==> config.mk <==
export PLATFORM = sky130hd
export DESIGN_NAME = bpte_out_reg
export DESIGN_NICKNAME = d
export VERILOG_FILES = /design/src/hw/rtl/bpte_pkg.sv /design/src/hw/rtl/bpte_out_reg.sv
export SDC_FILE = /design/constraint.sdc
export NUM_CORES = 1
export LEC_CHECK = 0
export BUFFER_PORTS_ARGS = -buffer_cell sky130_fd_sc_hd__buf_2
export CORE_MARGIN = 2
export CORE_UTILIZATION = 33
export DETAILED_ROUTE_END_ITERATION = 12
export PLACE_DENSITY_LB_ADDON = 0.15
export SKIP_LAST_GASP = 1
export SLEW_MARGIN = 0
export SYNTH_ARGS = -nofsm -noshare
export SYNTH_HDL_FRONTEND = slang
export SYNTH_SLANG_ARGS = --single-unit
export TNS_END_PERCENT = 10
==> constraint.sdc <==
create_clock -name clock -period 0.8 [get_ports clock]
set_input_delay 0.16 -clock clock [delete_from_list [all_inputs] [get_ports clock]]
set_output_delay 0.16 -clock clock [all_outputs]
set_load 0.005 [all_outputs]
==> src/hw/rtl/bpte_pkg.sv <==
package bpte_pkg;

   localparam int STACK_DEPTH = 32;
   localparam int MAX_RUN = 64;

   localparam int LVL_W = $clog2(STACK_DEPTH);
   localparam int RUN_W = $clog2(MAX_RUN);

   localparam logic FUNC_LOAD = 1'b0;
   localparam logic MODE_LITERAL = 1'b1;

   localparam logic [7:0] ESCAPE_CODE = 8'hFF;
   localparam logic [7:0] THR_INDEX = 8'hFF;

   localparam logic [2:0] STAT_OK = 3'd0;
   localparam logic [2:0] STAT_ESC_IN_EXP = 3'd1;
   localparam logic [2:0] STAT_TOO_DEEP = 3'd2;
   localparam logic [2:0] STAT_TRUNC = 3'd3;
   localparam logic [2:0] STAT_ESC_CUT = 3'd4;

   typedef struct packed {
      logic [7:0] out_byte;
      logic       byte_valid;
      logic       run_last;
      logic [2:0] status;
   } result_type;

endpackage

==> src/hw/rtl/bpte_out_reg.sv <==
module bpte_out_reg (
   input  logic                 clock,
   input  logic                 reset,
   input  logic                 load,
   input  bpte_pkg::result_type res,
   output logic                 out_free,
   output logic                 rsp_tvalid,
   input  logic                 rsp_tready,
   output logic [7:0]           rsp_tdata,
   output logic                 rsp_tlast,
   output logic [3:0]           rsp_tuser
);

   logic                 valid_ff;
   logic                 valid_in;
   bpte_pkg::result_type data_ff;

   assign out_free = !valid_ff || rsp_tready;

   always_comb begin
      valid_in = valid_ff;
      if (load) begin
         valid_in = 1'b1;
      end else if (rsp_tready) begin
         valid_in = 1'b0;
      end
   end

   always_ff @(posedge clock) begin
      if (reset) begin
         valid_ff <= 1'b0;
      end else begin
         valid_ff <= valid_in;
      end
   end

   always_ff @(posedge clock) begin
      if (load) begin
         data_ff <= res;
      end
   end

   assign rsp_tvalid = valid_ff;
   assign rsp_tdata  = data_ff.out_byte;
   assign rsp_tlast  = data_ff.run_last;
   assign rsp_tuser  = {data_ff.status, data_ff.byte_valid};

endmodule

## Yosys cells after proc, flatten, opt, wreduce, memory -nomap -nowiden

Cells that the tools add are included.
Widths: inputs -> output; s select.

| storage, ports and cells | value |
|---|---|
| register bits after elaboration | 14 |
| bits of input ports | 17 |
| output and inout port bits | 15 |

| cells by class | value |
|---|---|
| multiplexer cells | 2 |
| reductions and logical operators | 3 |

Operators by type and width:

| operator | number |
|---|---|
| $mux 1 | 2 |
| $reduce_bool 2->1 | 1 |
| $logic_not 1->1 | 1 |
| $logic_or 1x1->1 | 1 |

## Longest topological paths before layout

| logic depth | value |
|---|---|
| word-level depth | 2 |
| gate-level depth with buffers | 2 |
| gate-level depth less buffers | 2 |

## Worst setup path before layout

No wires, ideal clock.

| path | value |
|---|---|
| kind | reg-to-reg |
| start | register rsp_tvalid (netlist name) |
| end | register valid_ff, in the netlist rsp_tvalid |
| library setup time | 0.066 ns |
| arrival time | 0.541 ns |
| required time | 0.734 ns |
| path slack | 0.193 ns |
| stages on the path, launching flop included | 3 |
| period minus slack after synthesis | 0.607 ns |
| cell sequence | dfxtp_1 > nand2b_4 > a21oi_2 |

RTL lines:

| element | line | RTL |
|---|---|---|
| end signal: assignment | bpte_out_reg.sv:33 | `valid_ff <= valid_in;` |
| end: declaration | bpte_out_reg.sv:14 | `logic valid_ff;` |

## Worst setup path after layout

| path | value |
|---|---|
| start | register valid_ff, in the netlist rsp_tvalid |
| end | output out_free |

| on the way | value |
|---|---|
| word-level cells in the longest chain between the ends | 2 |

RTL lines:

| element | line | RTL |
|---|---|---|
| $logic_not 1->1 | bpte_out_reg.sv:18 | `assign out_free = !valid_ff \|\| rsp_tready;` |
| $logic_or 1x1->1 | bpte_out_reg.sv:18 |  |
| end: declaration | bpte_out_reg.sv:6 | `output logic out_free,` |

No other way between the ends.

==> impl_results.md <==
- Max Used Layer: met3
- CTS Buffer Depth: 2
- Hold Path Depth: 2
- Worst Path Arrival: 0.77 ns
- Maxcap violations: 0
- Mapped cell area: 437 sq um
- Kind of start point of the critical path: flip-flop
- Leakage: 0.294 nW
- Final #Nets: 71
- Layout Cells excl Fill: 68
- Post-route cell area: 652 sq um
- Routed met3 length: 66 um
- Largest net degree at the start of global routing: 15
- Initial DRC count: 1
- Critical path fanouts, max: 2
- Worst r2r src: rsp_tvalid
- Met2 wire length: 396 um
- Synth top area share: 89.4%
- Vias in the first global route: 255
- Required time of the critical path: 0.64 ns
- Grt total ovfl: 0
- Top cells by area, synth: edfxtp_1 89%, dfxtp_1 4.6%, nand2b_4 3.2%
- PnR worst setup slack: -0.133 ns
- Tot GR Track Use: 9.68%
- Boundary pin count: 32
- Cell taking the most area after synthesis: edfxtp_1
- Area of the multi-input gates: 22.5 sq um
- CP cell instances: nand2b_4, buf_6
- Standard-cell rows: 13
- CTS HTree Levels: 1
- Die height: 40.4 um
- Via/cell ratio: 4.07
- Worst rel slew slack: 80.2%
- Peak VDD IR: 0.979 mV
- Fillers: 121
- Final period utilization: 117%
- Final setup viols: 15
- Clk slew on worst S/H paths: 0.07 ns
- Hold Crit Endpoint: rsp_tvalid
- Min Tclk post-route: 0.933 ns
- R2R Setup Slk: 0.09 ns
- DP Area: 611 sq um
- RSZ-0062 raised after global routing: yes
- #FFs+latches synth: 14
- CTS tree: yes
- Worst Skew: 0 ns
- Slowest library cell on the worst path: dfxtp_2
- Yosys cell types: 5
- Register area: 412 sq um
- Failing checks: setup timing
- Seq/Total Area, Yosys: 94.0%
- Global placement routability congestion: 0.549
- Hold slack: 0.0399 ns
- Drc violations: 0
- Global-route wire length before repair: 938 um
- Routed vias: 277
- Hold_sp: reset
- Pwr dens: 2130 nW/um^2
- Total CTS buffers: 3
- Final Max Slew Viols: 0
- Pre-antenna DRT Iters: 2
- Initial antenna violation count: 0
- PortBufs: 31
- Die Wd: 40.4 um
- Final hold violation count: 0
- Area Growth Syn to Fin: 49.3%
- Starting Density: 34.4%
- Ant diodes: 0
- Die ar.: 1630 sq um
- Critical Path Sink Type: output port
- Worst Setup Path Type: flip-flop to output port
- Clk root buf: clkbuf_4
- Mapped Cells: 17
- Met1 wire length: 257 um
- Worst-Margin Slew: 0.297 ns
- Hold crit path type: input port to flip-flop
- Largest stage delay, worst path: 0.35 ns
- CORE AREA: 1270 sq um
- WL/cell: 10.6 um
- Yosys warning total: 0
- Clk sinks: 14
- Share of layout cells above drive strength 1: 71.7%
- Status: finished with violations
- Setup TNS: -1.66 ns
- Synthesized net count: 34
- Max Clk Rate: 1.07 GHz
- Antenna Nets Post-Route: 0
- Worst skew pair latency: 0.26 ns
- Reg2Reg Depth: 3
- Post-Route WL: 721 um
- Avg Cell Area, Syn: 25.7 sq um
- Worst r2r dst: rsp_tvalid
- Layout Utilization: 51.4%
- Placed instance count: 63
## critical path, delay by kind of cell (launching register included)
kind | cells | cell delay (ns)
AND/OR/NAND/NOR | 1 | 0.06
flip-flops | 1 | 0.35
buffers and inverters | 1 | 0.11
## routing by layer
metal  global-route usage, %  up-vias
met5                       0        -
met4                    7.50        0
met3                    3.33        0
met2                    17.5       17
met1                    8.54      123
li1                        -      137
## cell usage in the layout (no fill, tap or decap), drive strengths merged
master  instances
clkbuf          4
edfxtp         13
buf            32
nand2b          1
inv             1
dfxtp           1
a21oi           1
## Yosys cell counts
cell      number
nand2b_4       1
edfxtp_1      13
dfxtp_1        1
a21oi_2        1
inv_1          1
## layout make-up
cell class                 instances  area share (%)
multi-input combinational          2            3.45
clock buffer                       4            4.03
inverter                           1           0.576
timing repair buffer              32            25.9
sequential                        14            63.1
tap                               15            2.88
## worst max path at each step
| stage | cells past startpoint | slack [ns] | end | start |
|---|---|---|---|---|
| finish | 2 | -0.13 | out_free | rsp_tvalid |
| global route | 1 | -0.19 | rsp_tuser[0] | rsp_tuser[0] |
| CTS | 1 | -0.15 | rsp_tdata[5] | rsp_tdata[5] |
| detailed placement | 1 | 0.02 | rsp_tdata[2] | load |
| global placement | 1 | 0.04 | rsp_tdata[0] | load |
| floorplan | 2 | 0.19 | rsp_tvalid | rsp_tvalid |
## logic make-up after synthesis
family	share of synthesized area (%)
simple gates	3.15
flops	94.0
buf+inv	0.859
compound gates	2.01
## power breakdown
part	internal, mW	switching (mW)	total (mW)
Combinational	0.0742	0.0539	0.128
Clock	0.193	0.197	0.389
Sequential	0.862	0.0124	0.874
Total	1.13	0.263	1.39
## what timing repair did
| item | in CTS | in global routing |
|---|---|---|
| setup buffers | 1 | 0 |
| pin swaps | 0 | 0 |
| setup endpoints to repair | 15 | 15 |
| resized for setup | 2 | 0 |
| hold buffers | 0 | 0 |
## registers in the layout (all words and copies together), names as in the netlist
signal      cells
rsp_tlast       1
rsp_tuser       4
rsp_tdata       8
rsp_tvalid      1
## per-stage QoR
stage	worst slack [ns]	power, mW
floorplan	0.193	0.913
finish	-0.133	1.39
global route	-0.186	1.47
detailed placement	0.0203	1.02
CTS	-0.149	1.42
global placement	0.0431	1.01
Power figures use the tool's default switching activity.
