**src/hw/rtl/bpte_pkg.sv**
```systemverilog
package bpte_pkg;

   localparam int STACK_DEPTH = 32;
   localparam int MAX_RUN = 64;

   localparam int LVL_W = $clog2(STACK_DEPTH);
   localparam int RUN_W = $clog2(MAX_RUN);

   localparam logic FUNC_LOAD = 1'b0;
   localparam logic MODE_LITERAL = 1'b1;

   localparam logic [7:0] ESCAPE_CODE = 8'hFF;
   localparam logic [7:0] THR_INDEX = 8'hFF;

   localparam logic [2:0] STAT_OK = 3'd0;
   localparam logic [2:0] STAT_ESC_IN_EXP = 3'd1;
   localparam logic [2:0] STAT_TOO_DEEP = 3'd2;
   localparam logic [2:0] STAT_TRUNC = 3'd3;
   localparam logic [2:0] STAT_ESC_CUT = 3'd4;

   typedef struct packed {
      logic [7:0] out_byte;
      logic       byte_valid;
      logic       run_last;
      logic [2:0] status;
   } result_type;

endpackage

```
**src/hw/rtl/bpte_seq.sv**
```systemverilog
module bpte_seq (
   input  logic                 clock,
   input  logic                 reset,
   input  logic                 req_valid,
   output logic                 req_ready,
   input  logic                 req_func,
   input  logic [7:0]           req_code,
   input  logic [7:0]           req_first,
   input  logic [7:0]           req_second,
   input  logic                 req_end,
   input  logic                 mode,
   input  logic                 out_free,
   output logic                 emit,
   output bpte_pkg::result_type res,
   output logic                 ram_wr_en,
   output logic [7:0]           ram_wr_addr,
   output logic [15:0]          ram_wr_data,
   output logic                 ram_rd_en,
   output logic [7:0]           ram_rd_addr,
   input  logic [15:0]          ram_rd_data
);

   localparam logic [2:0] ST_IDLE    = 3'd0;
   localparam logic [2:0] ST_LOOK    = 3'd1;
   localparam logic [2:0] ST_EVAL    = 3'd2;
   localparam logic [2:0] ST_EVAL_LO = 3'd3;
   localparam logic [2:0] ST_ESC_A   = 3'd4;
   localparam logic [2:0] ST_ESC_B   = 3'd5;
   localparam logic [2:0] ST_STAT    = 3'd6;

   logic [2:0]                 state_ff, state_in;
   logic [7:0]                 cur_ff, cur_in;
   logic [bpte_pkg::LVL_W-1:0] level_ff, level_in;
   logic [bpte_pkg::RUN_W-1:0] run_ff, run_in;
   logic [1:0]                 esc_ff, esc_in;
   logic [7:0]                 held_ff, held_in;
   logic [2:0]                 stat_ff, stat_in;
   logic [7:0]                 thr_ff, thr_in;
   logic [7:0]                 stack_ff [bpte_pkg::STACK_DEPTH];

   logic                       stk_push;
   logic [7:0]                 hi, lo, pop_code, tail_byte;
   logic [bpte_pkg::LVL_W-1:0] level_m1;
   logic                       more, literal, run_full, too_deep;

   assign hi        = ram_rd_data[15:8];
   assign lo        = ram_rd_data[7:0];
   assign level_m1  = level_ff - bpte_pkg::LVL_W'(1);
   assign pop_code  = stack_ff[level_m1];
   assign more      = (level_ff != '0);
   assign literal   = (mode == bpte_pkg::MODE_LITERAL);
   assign run_full  = (run_ff >= bpte_pkg::RUN_W'(bpte_pkg::MAX_RUN - 1));
   assign too_deep  = ((bpte_pkg::LVL_W + 1)'(level_ff) + (bpte_pkg::LVL_W + 1)'(2))
                      > (bpte_pkg::LVL_W + 1)'(bpte_pkg::STACK_DEPTH);
   assign tail_byte = (state_ff == ST_EVAL_LO) ? lo : cur_ff;

   assign ram_wr_addr = req_code;
   assign ram_wr_data = {req_first, req_second};

   always_comb begin
      state_in    = state_ff;
      cur_in      = cur_ff;
      level_in    = level_ff;
      run_in      = run_ff;
      esc_in      = esc_ff;
      held_in     = held_ff;
      stat_in     = stat_ff;
      thr_in      = thr_ff;
      req_ready   = (state_ff == ST_IDLE);
      ram_wr_en   = 1'b0;
      ram_rd_en   = 1'b0;
      ram_rd_addr = cur_ff;
      stk_push    = 1'b0;
      emit        = 1'b0;
      res         = '0;

      unique case (state_ff)
         ST_IDLE: begin
            if (req_valid) begin
               if (req_func == bpte_pkg::FUNC_LOAD) begin
                  ram_wr_en = 1'b1;
                  if (req_code == bpte_pkg::THR_INDEX) begin
                     thr_in = req_first;
                  end
               end else if (esc_ff >= 2'd2) begin
                  held_in = req_code;
                  esc_in  = 2'd1;
                  if (req_end) begin
                     esc_in   = 2'd0;
                     stat_in  = bpte_pkg::STAT_ESC_CUT;
                     state_in = ST_STAT;
                  end
               end else if (esc_ff == 2'd1) begin
                  esc_in   = 2'd0;
                  cur_in   = req_code;
                  state_in = ST_ESC_A;
               end else if (!literal && req_code == bpte_pkg::ESCAPE_CODE) begin
                  esc_in = 2'd2;
                  if (req_end) begin
                     esc_in   = 2'd0;
                     stat_in  = bpte_pkg::STAT_ESC_CUT;
                     state_in = ST_STAT;
                  end
               end else begin
                  cur_in      = req_code;
                  level_in    = '0;
                  run_in      = '0;
                  ram_rd_en   = 1'b1;
                  ram_rd_addr = req_code;
                  state_in    = ST_LOOK;
               end
            end
         end
         ST_LOOK: begin
            state_in = ST_EVAL;
         end
         ST_EVAL, ST_EVAL_LO: begin
            if (out_free) begin
               if (state_ff == ST_EVAL && !literal && cur_ff < thr_ff) begin
                  emit = 1'b1;
                  if (run_full) begin
                     res.status   = bpte_pkg::STAT_TRUNC;
                     res.run_last = 1'b1;
                     state_in     = ST_IDLE;
                  end else begin
                     res.out_byte   = hi;
                     res.byte_valid = 1'b1;
                     run_in         = run_ff + bpte_pkg::RUN_W'(1);
                     state_in       = ST_EVAL_LO;
                  end
               end else if (state_ff == ST_EVAL_LO || (literal && hi == cur_ff)) begin
                  emit = 1'b1;
                  if (run_full && more) begin
                     res.status   = bpte_pkg::STAT_TRUNC;
                     res.run_last = 1'b1;
                     state_in     = ST_IDLE;
                  end else begin
                     res.out_byte   = tail_byte;
                     res.byte_valid = 1'b1;
                     res.run_last   = !more;
                     run_in         = run_ff + bpte_pkg::RUN_W'(1);
                     if (more) begin
                        cur_in      = pop_code;
                        level_in    = level_m1;
                        ram_rd_en   = 1'b1;
                        ram_rd_addr = pop_code;
                        state_in    = ST_LOOK;
                     end else begin
                        state_in = ST_IDLE;
                     end
                  end
               end else if (!literal && cur_ff == bpte_pkg::ESCAPE_CODE) begin
                  emit         = 1'b1;
                  res.status   = bpte_pkg::STAT_ESC_IN_EXP;
                  res.run_last = 1'b1;
                  state_in     = ST_IDLE;
               end else if (too_deep) begin
                  emit         = 1'b1;
                  res.status   = bpte_pkg::STAT_TOO_DEEP;
                  res.run_last = 1'b1;
                  state_in     = ST_IDLE;
               end else begin
                  // push second child, descend into first
                  stk_push    = 1'b1;
                  level_in    = level_ff + bpte_pkg::LVL_W'(1);
                  cur_in      = hi;
                  ram_rd_en   = 1'b1;
                  ram_rd_addr = hi;
                  state_in    = ST_LOOK;
               end
            end
         end
         ST_ESC_A: begin
            if (out_free) begin
               emit           = 1'b1;
               res.out_byte   = held_ff;
               res.byte_valid = 1'b1;
               state_in       = ST_ESC_B;
            end
         end
         ST_ESC_B: begin
            if (out_free) begin
               emit           = 1'b1;
               res.out_byte   = cur_ff;
               res.byte_valid = 1'b1;
               res.run_last   = 1'b1;
               state_in       = ST_IDLE;
            end
         end
         ST_STAT: begin
            if (out_free) begin
               emit         = 1'b1;
               res.status   = stat_ff;
               res.run_last = 1'b1;
               state_in     = ST_IDLE;
            end
         end
         default: begin
            state_in = ST_IDLE;
         end
      endcase
   end

   always_ff @(posedge clock) begin
      if (reset) begin
         state_ff <= ST_IDLE;
         level_ff <= '0;
         run_ff   <= '0;
         esc_ff   <= 2'd0;
         held_ff  <= 8'd0;
         thr_ff   <= 8'd0;
      end else begin
         state_ff <= state_in;
         level_ff <= level_in;
         run_ff   <= run_in;
         esc_ff   <= esc_in;
         held_ff  <= held_in;
         thr_ff   <= thr_in;
      end
   end

   always_ff @(posedge clock) begin
      cur_ff  <= cur_in;
      stat_ff <= stat_in;
      if (stk_push) begin
         stack_ff[level_ff] <= lo;
      end
   end

   a_emit_needs_room: assert property (@(posedge clock) disable iff (reset)
      emit |-> out_free)
      else $error("result issued while output register occupied");

   a_status_ends_run: assert property (@(posedge clock) disable iff (reset)
      (emit && !res.byte_valid) |-> res.run_last)
      else $error("status-only beat not marked last");

   a_eval_after_lookup: assert property (@(posedge clock) disable iff (reset)
      (state_ff == ST_EVAL) |->
         ($past(state_ff) == ST_LOOK || $past(state_ff) == ST_EVAL))
      else $error("table data evaluated without a lookup");

endmodule
```
**config.mk**
```make
export PLATFORM = sky130hd
export DESIGN_NAME = bpte_seq
export DESIGN_NICKNAME = d
export VERILOG_FILES = /design/src/hw/rtl/bpte_pkg.sv /design/src/hw/rtl/bpte_seq.sv
export SDC_FILE = /design/constraint.sdc
export NUM_CORES = 1
export LEC_CHECK = 0
export BUFFER_PORTS_ARGS = -buffer_cell sky130_fd_sc_hd__buf_2
export CAP_MARGIN = 25
export CORE_MARGIN = 2
export CORE_UTILIZATION = 65
export CTS_CLUSTER_SIZE = 40
export DETAILED_ROUTE_END_ITERATION = 6
export PLACE_DENSITY_LB_ADDON = 0.2
export SYNTH_ARGS = -nofsm -noshare
export SYNTH_HDL_FRONTEND = slang
export SYNTH_SLANG_ARGS = --single-unit
```
**constraint.sdc**
```tcl
create_clock -name clock -period 10.8 [get_ports clock]
set_input_delay 2.16 -clock clock [delete_from_list [all_inputs] [get_ports clock]]
set_output_delay 2.16 -clock clock [all_outputs]
set_load 0.01 [all_outputs]
```
; ---- Word level (Yosys, flattened, before mapping)
; Memory sizes are Yosys's and may differ from the RTL's.
; Cells that the tools add are included.
[word_totals]
ff_bits = 43
ramBits = 256
in_bits = 47
output_inout_bits = 49
elab_cells = 185
n_memories = 1
[memory_table]
columns = name, words, word_bits, rd, rd_clocked_by_memory_dff, wr, line_no
row1 = stack_ff, 32, 8, 1, 0, 1, bpte_seq.sv:39  ; logic [7:0] stack_ff [bpte_pkg::STACK_DEPTH];
[classes]
add_sub_neg = 4
order_cmp = 4
eq_ne = 27
n_mux = 115
bitwise = 1
n_reduce_logical = 25
[ops]
columns = operator, count
row1 = 8-bit two-way mux, 17
row2 = 5-bit two-way mux, 12
row3 = 6-bit two-way mux, 10
row4 = 3-bit two-way mux, 16
row5 = 9-bit two-way mux, 4
row6 = 1-bit two-way mux, 32
row7 = 8-bit case mux with 2 select lines, 2
row8 = 9-bit case mux with 3 select lines, 1
row9 = 13-bit two-way mux, 2
row10 = "3-bit inequality test, second input constant", 7
row11 = 4-bit two-way mux, 5
row12 = "8-bit == test, second input constant", 2
row13 = "2-bit inequality test, second input constant", 8
row14 = 4-bit AND reduction, 4
row15 = 3-bit case mux with 5 select lines, 1
row16 = 2-bit two-way mux, 6
row17 = 6-bit case mux with 2 select lines, 1
row18 = 12-bit AND reduction, 1
row19 = 10-bit two-way mux, 1
row20 = 5-bit case mux with 2 select lines, 1
row21 = 10-bit AND reduction, 1
row22 = 5-bit AND reduction, 2
row23 = "3-bit == test, second input constant", 3
row24 = 8-bit == test, 1
row25 = 25 further kinds, 36

; ---- Longest topological paths before layout
; Gate-level depths: netlist (run 1).
[depth]
ltp_word = 10
depth_mapped = 13

; ---- Worst setup path after synthesis (run 1)
; Ideal clock, no wire load.
[synth_timing]
kind = input to output
from = input port ram_rd_data[9]
to = output port ram_rd_addr[0]
arrival_ns = 3.726
required_time_ns = 8.640
path_slack_ns = 4.914
cell_stages = 8
path_buffers = 1
cell_sequence = xnor2_1 -> nand4_1 -> o31a_1 -> buf_2 -> mux2i_2 -> nor3_2 -> o221ai_1 -> nand3_1
[synth_between]
elab_chain_len = 7
[synth_lines]
columns = element, line_no
row1 = from (decl), bpte_seq.sv:20  ; input logic [15:0] ram_rd_data
row2 = 8-bit == test, bpte_seq.sv:131  ; end else if (state_ff == ST_EVAL_LO || (literal && hi == cur_ff)) begin
row3 = 1-bit logical AND, bpte_seq.sv:131
row4 = 1-bit logical OR, bpte_seq.sv:131
row5 = 8-bit two-way mux, bpte_seq.sv:131
row6 = 8-bit two-way mux, bpte_seq.sv:119  ; if (state_ff == ST_EVAL && !literal && cur_ff < thr_ff) begin
row7 = 8-bit two-way mux, bpte_seq.sv:118  ; if (out_free) begin
row8 = 8-bit case mux with 2 select lines, bpte_seq.sv:77  ; unique case (state_ff)
row9 = to (decl), bpte_seq.sv:19  ; output logic [7:0] ram_rd_addr,
; No other way between the ends.

; ---- Worst setup path after layout (run 1)
[layout_timing]
from = input port ram_rd_data[9]
to = output port ram_rd_addr[2]
; The elaborated chain is that of the path after synthesis.

==> results of run 1 <==
==> path summary, 6_finish.rpt <==
check / from / to / slack (ps) / cells past startpoint
setup / recovery: ram_rd_data[9] / ram_rd_addr[2] / 4120 / 9
hold / removal: held_ff[3]$_SDFFE_PP0P_ / held_ff[3]$_SDFFE_PP0P_ / 490 / 2
setup reg to reg: state_ff[1]$_SDFFE_PP0P_ / stack_ff[15][0]$_DFFE_PP_ / 6470 / 8
hold reg to reg: held_ff[3]$_SDFFE_PP0P_ / held_ff[3]$_SDFFE_PP0P_ / 490 / 2
==> synthesized netlist by cell type (13+ instances only) <==
| cell type | number | area (sq um) |
|---|---|---|
| a21oi_1 | 37 | 185.2 |
| a32o_1 | 17 | 170.2 |
| buf_2 | 14 | 70.07 |
| buf_4 | 25 | 187.7 |
| clkbuf_1 | 35 | 131.4 |
| dfxtp_1 | 32 | 640.6 |
| edfxtp_1 | 264 | 7928 |
| ha_1 | 16 | 200.2 |
| inv_1 | 18 | 67.56 |
| mux2i_1 | 42 | 420.4 |
| mux4_2 | 64 | 1441 |
| nand2_1 | 85 | 319.1 |
| nand3_1 | 26 | 130.1 |
| nor2_1 | 77 | 289.0 |
| o211ai_1 | 13 | 97.59 |
| o21ai_0 | 20 | 100.1 |
| xnor2_1 | 14 | 122.6 |
==> power by group through the flow <==
stage          Sequential [uW]  Clock (uW)  Combinational [uW]
5_1_grt                   1350        1020                 743
2_1_floorplan             1310           0                 522
3_5_place_dp              1370           0                 677
4_1_cts                   1340         973                 683
6_report                  1350         964                 690
3_3_place_gp              1370           0                 669
==> worst max-delay path, stage by stage <==
cell and delay (ps):
buf_2 130, xnor2_1 180, nand4_1 190, o31a_1 460, mux2i_2 280, nor3_2 510, o221ai_1 280, nand3_1 180
buf_2 150
==> metrics by stage <==
step / hold slack (ps) / worst slack (ps) / utilization [%] / instances / total power [uW]
after floorplan: 453.6 / 4914 / - / 927 / 1831
after global placement: 464.4 / 4314 / 68.15 / 1203 / 2037
after detailed placement: 474.5 / 4235 / 68.20 / 1204 / 2045
after CTS: 488.9 / 4179 / 72.64 / 1257 / 3000
after global routing: 523.6 / 3962 / 72.64 / 1257 / 3108
final: 489.1 / 4117 / 72.64 / 1257 / 3000
==> cell families (layout without fill, tap and decap cells) <==
kind of cell / after synthesis / in the layout / synth area share (%)
adders and majority gates: 16 / 16 / 1.488
buffers and inverters: 100 / 160 / 3.675
xor gates and xnor gates: 15 / 15 / 0.9769
DFF: 296 / 296 / 63.71
and+or+nand+nor: 238 / 238 / 8.066
muxes: 107 / 107 / 13.95
AOI/OAI and AO/OA: 155 / 155 / 8.140
==> final cells by class <==
| type | count | area share [%] |
|---|---|---|
| clock buffers | 36 | 5.100 |
| clock inverters | 17 | 1.010 |
| inverters | 19 | 0.4837 |
| multi-input cells | 531 | 29.82 |
| flip-flops and latches | 296 | 58.13 |
| well taps | 270 | 2.291 |
| repair buffers | 88 | 3.165 |
==> placed cells by master, fill, tap and decap left out, drive strengths merged, types with 3 or more instances in the layout <==
| master | count |
|---|---|
| and3 | 4 |
| a21o | 4 |
| o211ai | 13 |
| or3 | 3 |
| a21oi | 37 |
| nor4 | 3 |
| nor3 | 9 |
| buf | 88 |
| o21a | 4 |
| and2 | 12 |
| nand3 | 26 |
| clkinv | 12 |
| o22ai | 10 |
| o21ai | 30 |
| o31ai | 6 |
| clkbuf | 36 |
| nand2 | 85 |
| inv | 20 |
| mux4 | 64 |
| nand4 | 7 |
| a22o | 6 |
| dfxtp | 32 |
| nor2 | 77 |
| nand3b | 3 |
| a32o | 18 |
| mux2i | 43 |
| xnor2 | 14 |
| ha | 16 |
| edfxtp | 264 |
| o221ai | 7 |
==> layer usage <==
metal,vias up,track usage (%)
li1,3663,-
met1,4172,42.76
met2,519,48.44
met3,105,4.074
met4,0,12.48
met5,-,0
==> sequential cells by signal, summed over array words and instances, names as in the netlist <==
name	count
state_ff	3
held_ff	8
esc_ff	2
stack_ff	256
thr_ff	8
run_ff	6
level_ff	5
cur_ff	8
==> results.cfg, run 1 <==
[layout]
final_area_sq_um = 14750
diodes = 0
fillers = 1310
drive_gt1_share_pct = 20.67
layout.area.seq_sq_um = 8572
multi_input_area_sq_um = 4397
syn2layout_area_growth_pct = 9.638
nets = 1028

[routing]
antenna_left = 0
wl_met2_um = 15320
top_layer = met4
dr.pass1.iters = 5
met3_length_um = 2829
wl_met1_um = 12650
via_per_inst = 6.730
first_iter_violations = 922
drt-total-wl_um = 32270
routed-via-count = 8459
drc_errors = 0
drt-wirelength-per-cell_um = 25.68

[die]
num_rows = 52
die_y_um = 147.8
coreArea_sq_um = 20300
ios = 96
fp.dieW_um = 147.8
dieArea_sq_um = 21860
start_util_pct = 66.25

[sta]
fin_worst_skew_ps = 20.58
grt_setup_unrepaired = no
hold_violations = 0
tns_ps = 0
setup_violations = 0
worstMarginPinSlew_ps = 968.3
max_clock_freq_mhz = 149.6
final_period_minus_worst_setup_slack_ps = 6683
finalCritPeriodShare_pct = 61.88
maxSlewHeadroom_pct = 35.21
drv_slew = 0

[pwr]
leakagePower_uw = 0.004937
ir_worst_vdd_uv = 169.3
clkPwrFrac_pct = 32.1
power_frac_comb_pct = 23.0
power.share.switching_pct = 29.90
p_int_uw = 2103
seq_power_share_pct = 44.9
p_per_area_nw_per_um2 = 203.5
p_switching_uw = 897.2

[clocking]
htree_levels = 1
clkLatencyLatePin_ps = 560
ctsRootBufferMaster = clkbuf_16
clkSinkCount = 296
cts_tree = built
postCtsSetupBuffers = 0
cts-buffers-inserted = 29
cts_resized = 0
clockBufferDepth = 3
holdBufCountCts = 0
path_clk_slew_ps = 60

[critical_path]
worstPathArrival_ps = 4520
cp-end-kind = output port
worstPathRequired_ps = 8640
cp-start-kind = input pin
crit_fanout = 8
worst-setup-path-type = input pin to output port

[min_path]
hold_path.class = register to register

[global_route]
grt_max_degree = 50
grt-ovfl-total = 0
grt_pass1_vias = 8346
antenna_found_initial = 0
grt_pass1_wl_um = 49530
grtUsageTotal_pct = 30.20

[yosys]
synth_edf_count = 264
synth-main-ff-cell = edfxtp_1
ys.warnings.count = 0
synth_area_sq_um = 13450
synthArstFlopShare_pct = 0
syn_inst = 927
syn-mean-instance-area_sq_um = 14.51
ys_seq_area_share_pct = 63.71
yosys_register_bits = 296
synth_fp_nets = 990
yosys.cell_types.count = 61

[place]
dpl_cell_area_sq_um = 13840
dp_hpwl_um = 20790
io_buffers = 79
gp_congestion = 0.9296

[flow_run]
max_cap_violations = 0

[outcome]
status = complete, no violations
Power figures use the tool's default switching activity.
==> run 2, diff against run 1 <==
--- a/config.mk
+++ b/config.mk
@@ -8,7 +8,7 @@
 export BUFFER_PORTS_ARGS = -buffer_cell sky130_fd_sc_hd__buf_2
 export CAP_MARGIN = 25
 export CORE_MARGIN = 2
-export CORE_UTILIZATION = 65
+export CORE_UTILIZATION = 55
 export CTS_CLUSTER_SIZE = 40
 export DETAILED_ROUTE_END_ITERATION = 6
 export PLACE_DENSITY_LB_ADDON = 0.2
==> constraint.sdc (replaced) <==
create_clock -name clock -period 6.12 [get_ports clock]
set_input_delay 1.224 -clock clock [delete_from_list [all_inputs] [get_ports clock]]
set_output_delay 1.224 -clock clock [all_outputs]
set_load 0.01 [all_outputs]
==> results.cfg, run 2 (same netlist as run 1, synthesis figures left out) <==
[critical_path]
cp-end-kind = output port
worstPathArrival_ps = 3980
rr_worst_depth = 8
worstPathRequired_ps = 4900
crit_fanout = 34
cp-start-kind = register
worst-setup-path-type = register to output port

[layout]
fillers = 1813
nets = 1032
regMostFlops = stack_ff
final_cells = 1316
diodes = 0
largest_register_ffs = 256
syn2layout_area_growth_pct = 11.17
layout_commonest_cell = edfxtp_1
final_cell_mix = edfxtp_1, nand2_1, buf_2, nor2_1, mux4_2
drive_gt1_share_pct = 21.07

[global_route]
antenna_found_initial = 0
grtUsageTotal_pct = 23.84
grt-ovfl-total = 0
grt_max_degree = 51
grt_pass1_wl_um = 46820
grt_pass1_vias = 7917

[routing]
via_per_inst = 6.190
routed-via-count = 8146
dr.pass1.iters = 5
first_iter_violations = 915
antenna_left = 0
drt-wirelength-per-cell_um = 23.39
drt-total-wl_um = 30780
drc_errors = 0

[sta]
final_period_minus_worst_setup_slack_ps = 5205
worstMarginPinSlew_ps = 920.8
max_clock_freq_mhz = 192.1
drv_slew = 0
fin_worst_skew_ps = 16.68
maxSlewHeadroom_pct = 38.39
tns_ps = 0
grt_setup_unrepaired = no
hold_violations = 0
finalCritPeriodShare_pct = 85.05
setup_violations = 0

[die]
start_util_pct = 55.63
die_y_um = 160.4
dieArea_sq_um = 25720
num_rows = 57
fp.dieW_um = 160.4
ios = 96
coreArea_sq_um = 24180

[place]
dp_hpwl_um = 20200
placed_cells_incl_taps = 1260
io_buffers = 79
gp_congestion = 0.9319

[clocking]
path_clk_slew_ps = 60
clkLatencyLatePin_ps = 560
ctsRootBufferMaster = clkbuf_16
clockBufferDepth = 3
holdBufCountCts = 0
postCtsSetupBuffers = 0
cts_tree = built
cts_resized = 0
cts-buffers-inserted = 30
htree_levels = 1
clkSinkCount = 296

[flow_run]
max_cap_violations = 0

[min_path]
hold_path.class = register to register
hold_depth = 2

[pwr]
leakagePower_uw = 0.005002
ir_worst_vdd_uv = 218.7
p_per_area_nw_per_um2 = 361.5

[outcome]
status = complete, no violations
-- run 2: cell types whose count changed in the layout (fill, tap and decap cells not counted), moves of 2 or more --
cell	change
clkbuf_1	-4
clkinv_1	+4
buf_4	+2
bufinv_16	+2
clkbuf_16	+2
-- run 2: report_power, final --
group,internal (uW),switching [uW],total [uW]
Clock,1080,744,1830
Combinational,507,717,1220
Sequential,2260,95.2,2350
-- run 2: worst paths after layout --
| path | startpoint | end | slack [ps] |
|---|---|---|---|
| worst min register to register | run_ff[1]$_SDFFE_PP0P_ | run_ff[1]$_SDFFE_PP0P_ | 480 |
| worst min-delay path | run_ff[1]$_SDFFE_PP0P_ | run_ff[1]$_SDFFE_PP0P_ | 480 |
| worst max register to register | state_ff[1]$_SDFFE_PP0P_ | stack_ff[29][3]$_DFFE_PP_ | 1960 |
| worst max-delay path | level_ff[0]$_SDFFE_PP0P_ | ram_rd_addr[7] | 910 |
-- run 2: cell type report --
cell class | instances | area, sq um | share of cell area, %
multi-input cells | 531 | 4397 | 29.41
flip-flops and latches | 296 | 8572 | 57.33
clock inverters | 21 | 201.4 | 1.347
clock buffers | 34 | 787.0 | 5.264
repair buffers | 91 | 518.0 | 3.464
inverters | 19 | 71.32 | 0.4770
well taps | 324 | 405.4 | 2.711
-- run 2: stage by stage --
| step | total power, uW | hold WS (ps) | setup WS [ps] | util, % | instance area [sq um] |
|---|---|---|---|---|---|
| 6_report | 5405 | 482.0 | 914.7 | 61.84 | 14950 |
| 5_1_grt | 5627 | 511.4 | 673.7 | 61.84 | 14950 |
| 4_1_cts | 5420 | 483.0 | 856.7 | 61.73 | 14920 |
| 3_5_place_dp | 3601 | 475.3 | 1429 | 57.64 | 13940 |
| 3_3_place_gp | 3600 | 464.5 | 1417 | 57.64 | 13940 |
| 2_1_floorplan | 3231 | 453.6 | 1771 | - | 13450 |
-- run 2: critical path: stages (launching register included) --
cell      delay (ps)
dfxtp_4          580
inv_1            180
ha_2             950
buf_12           280
mux4_2           330
mux2i_1          210
a32o_1           190
o21ai_1          110
a211oi_1         290
o22ai_1          120
buf_2            150
-- run 2: routing by layer --
layer	vias up	track usage [%]	routed length (um)
met5	-	0	0
met4	0	8.190	926
met3	57	3.926	2155
met2	355	38.45	14640
met1	4055	33.56	13060
li1	3679	-	-
==> run 3, diff against run 2 <==
--- a/config.mk
+++ b/config.mk
@@ -5,7 +5,7 @@
 export SDC_FILE = /design/constraint.sdc
 export NUM_CORES = 1
 export LEC_CHECK = 0
-export BUFFER_PORTS_ARGS = -buffer_cell sky130_fd_sc_hd__buf_2
+export BUFFER_PORTS_ARGS = -buffer_cell sky130_fd_sc_hd__buf_4
 export CAP_MARGIN = 25
 export CORE_MARGIN = 2
 export CORE_UTILIZATION = 55
==> results.cfg, run 3 (same netlist as run 1, synthesis figures left out) <==
[routing]
first_iter_violations = 1076
dr.pass1.iters = 5
via_per_inst = 6.230
drt-wirelength-per-cell_um = 24.13
drt-total-wl_um = 31680
routed-via-count = 8180
antenna_left = 0
drc_errors = 0

[sta]
tns_ps = 0
finalCritPeriodShare_pct = 86.63
hold_violations = 0
drv_slew = 0
whs_ps = 479.0
final_period_minus_worst_setup_slack_ps = 5302
maxSlewHeadroom_pct = 36.53
setup_violations = 0
max_clock_freq_mhz = 188.6
grt_setup_unrepaired = no
worstMarginPinSlew_ps = 948.6
fin_worst_skew_ps = 9.834
fin_ws_ps = 818.4

[pwr]
power_frac_comb_pct = 23.0
p_switching_uw = 1590
clkPwrFrac_pct = 33.7
seq_power_share_pct = 43.3
p_int_uw = 3847
leakagePower_uw = 0.005019
p_per_area_nw_per_um2 = 359.8
power.share.switching_pct = 29.25
ir_worst_vdd_uv = 239.7

[clocking]
clockBufferDepth = 3
ctsRootBufferMaster = clkbuf_16
postCtsSetupBuffers = 0
cts_resized = 0
cts_tree = built
cts-buffers-inserted = 30
holdBufCountCts = 0
clkLatencyLatePin_ps = 550
htree_levels = 1
clkSinkCount = 296
path_clk_slew_ps = 70

[layout]
final_util_pct = 62.50
drive_gt1_share_pct = 21.33
final_cell_mix = edfxtp_1, buf_4, nand2_1, nor2_1, mux4_2
layout.area.seq_sq_um = 8572
fillers = 1850
diodes = 0
multi_input_area_sq_um = 4397
regMostFlops = stack_ff
layout_commonest_cell = edfxtp_1
largest_register_ffs = 256
syn2layout_area_growth_pct = 12.35
nets = 1028
final_cells = 1313

[critical_path]
worstPathArrival_ps = 4080
worstPathRequired_ps = 4900
cp-end-kind = output port
worst-setup-path-type = register to output port
crit_fanout = 44
cp-start-kind = register

[die]
start_util_pct = 55.63
num_rows = 57
dieArea_sq_um = 25720
coreArea_sq_um = 24180
die_y_um = 160.4
ios = 96
fp.dieW_um = 160.4

[min_path]
hold_path.class = register to register

[global_route]
grt_max_degree = 45
grt_pass1_vias = 8091
grt-ovfl-total = 0
grtUsageTotal_pct = 24.78
grt_pass1_wl_um = 48410
antenna_found_initial = 0

[place]
dpl_worst_slack_ps = 1410
gp_congestion = 0.9020
placed_cells_incl_taps = 1257
io_buffers = 79
dp_hpwl_um = 20300

[flow_run]
max_cap_violations = 0

[outcome]
status = complete, no violations
[run 3: cell types whose count changed in the layout (fill, tap and decap cells not counted)]
| cell | previous run | this run |
|---|---|---|
| clkbuf_1 | 3 | 5 |
| buf_2 | 79 | 0 |
| buf_4 | 10 | 86 |
| buf_16 | 1 | 0 |
| bufinv_16 | 4 | 3 |
| clkinv_2 | 4 | 3 |
| clkinv_1 | 11 | 4 |
| clkinv_4 | 0 | 3 |
| clkinvlp_4 | 2 | 6 |
| inv_6 | 1 | 2 |
[run 3: power groups by stage]
stage / Combinational, uW / Clock [uW] / Sequential, uW
global placement: 1230 / 0 / 2390
finish: 1250 / 1830 / 2350
floorplan: 921 / 0 / 2310
global route: 1340 / 1940 / 2360
CTS: 1240 / 1860 / 2350
detailed placement: 1230 / 0 / 2400
[run 3: worst paths after layout]
path | start | depth (start not counted) | slack, ps | endpoint
worst max-delay path | level_ff[0]$_SDFFE_PP0P_ | 10 | 820 | ram_rd_addr[7]
worst max register to register | cur_ff[3]$_DFFE_PP_ | 8 | 1840 | stack_ff[10][4]$_DFFE_PP_
worst min-delay path | run_ff[1]$_SDFFE_PP0P_ | 2 | 480 | run_ff[1]$_SDFFE_PP0P_
worst min register to register | run_ff[1]$_SDFFE_PP0P_ | 2 | 480 | run_ff[1]$_SDFFE_PP0P_
[run 3: area by class of cell]
cell class / instances / area share [%]
clock inverters: 20 / 1.358
inverters: 19 / 0.4720
clock buffers: 36 / 5.258
flip-flops and latches: 296 / 56.73
well taps: 324 / 2.683
repair buffers: 87 / 4.405
multi-input cells: 531 / 29.10
[run 3: metal layers]
metal / vias to the layer above / global-route usage (%) / wire length [um]
met4: 0 / 7.371 / 801
met1: 4055 / 34.82 / 13250
met3: 63 / 4.494 / 2537
met2: 394 / 40.26 / 15100
met5: - / 0 / 0
li1: 3668 / - / -
[run 3: critical path, cell delays in order (launching register included)]
cell	delay (ps)
dfxtp_4	660
inv_1	190
ha_2	770
buf_12	330
mux4_2	280
mux2i_1	90
a32o_1	230
o21ai_1	310
a41oi_1	200
o22ai_1	230
buf_4	160
[run 3: per-stage QoR]
stage	cell area (sq um)	total power (uW)
2_1_floorplan	13450	3231
3_3_place_gp	14110	3629
3_5_place_dp	14110	3632
4_1_cts	15110	5456
5_1_grt	15110	5646
6_report	15110	5437
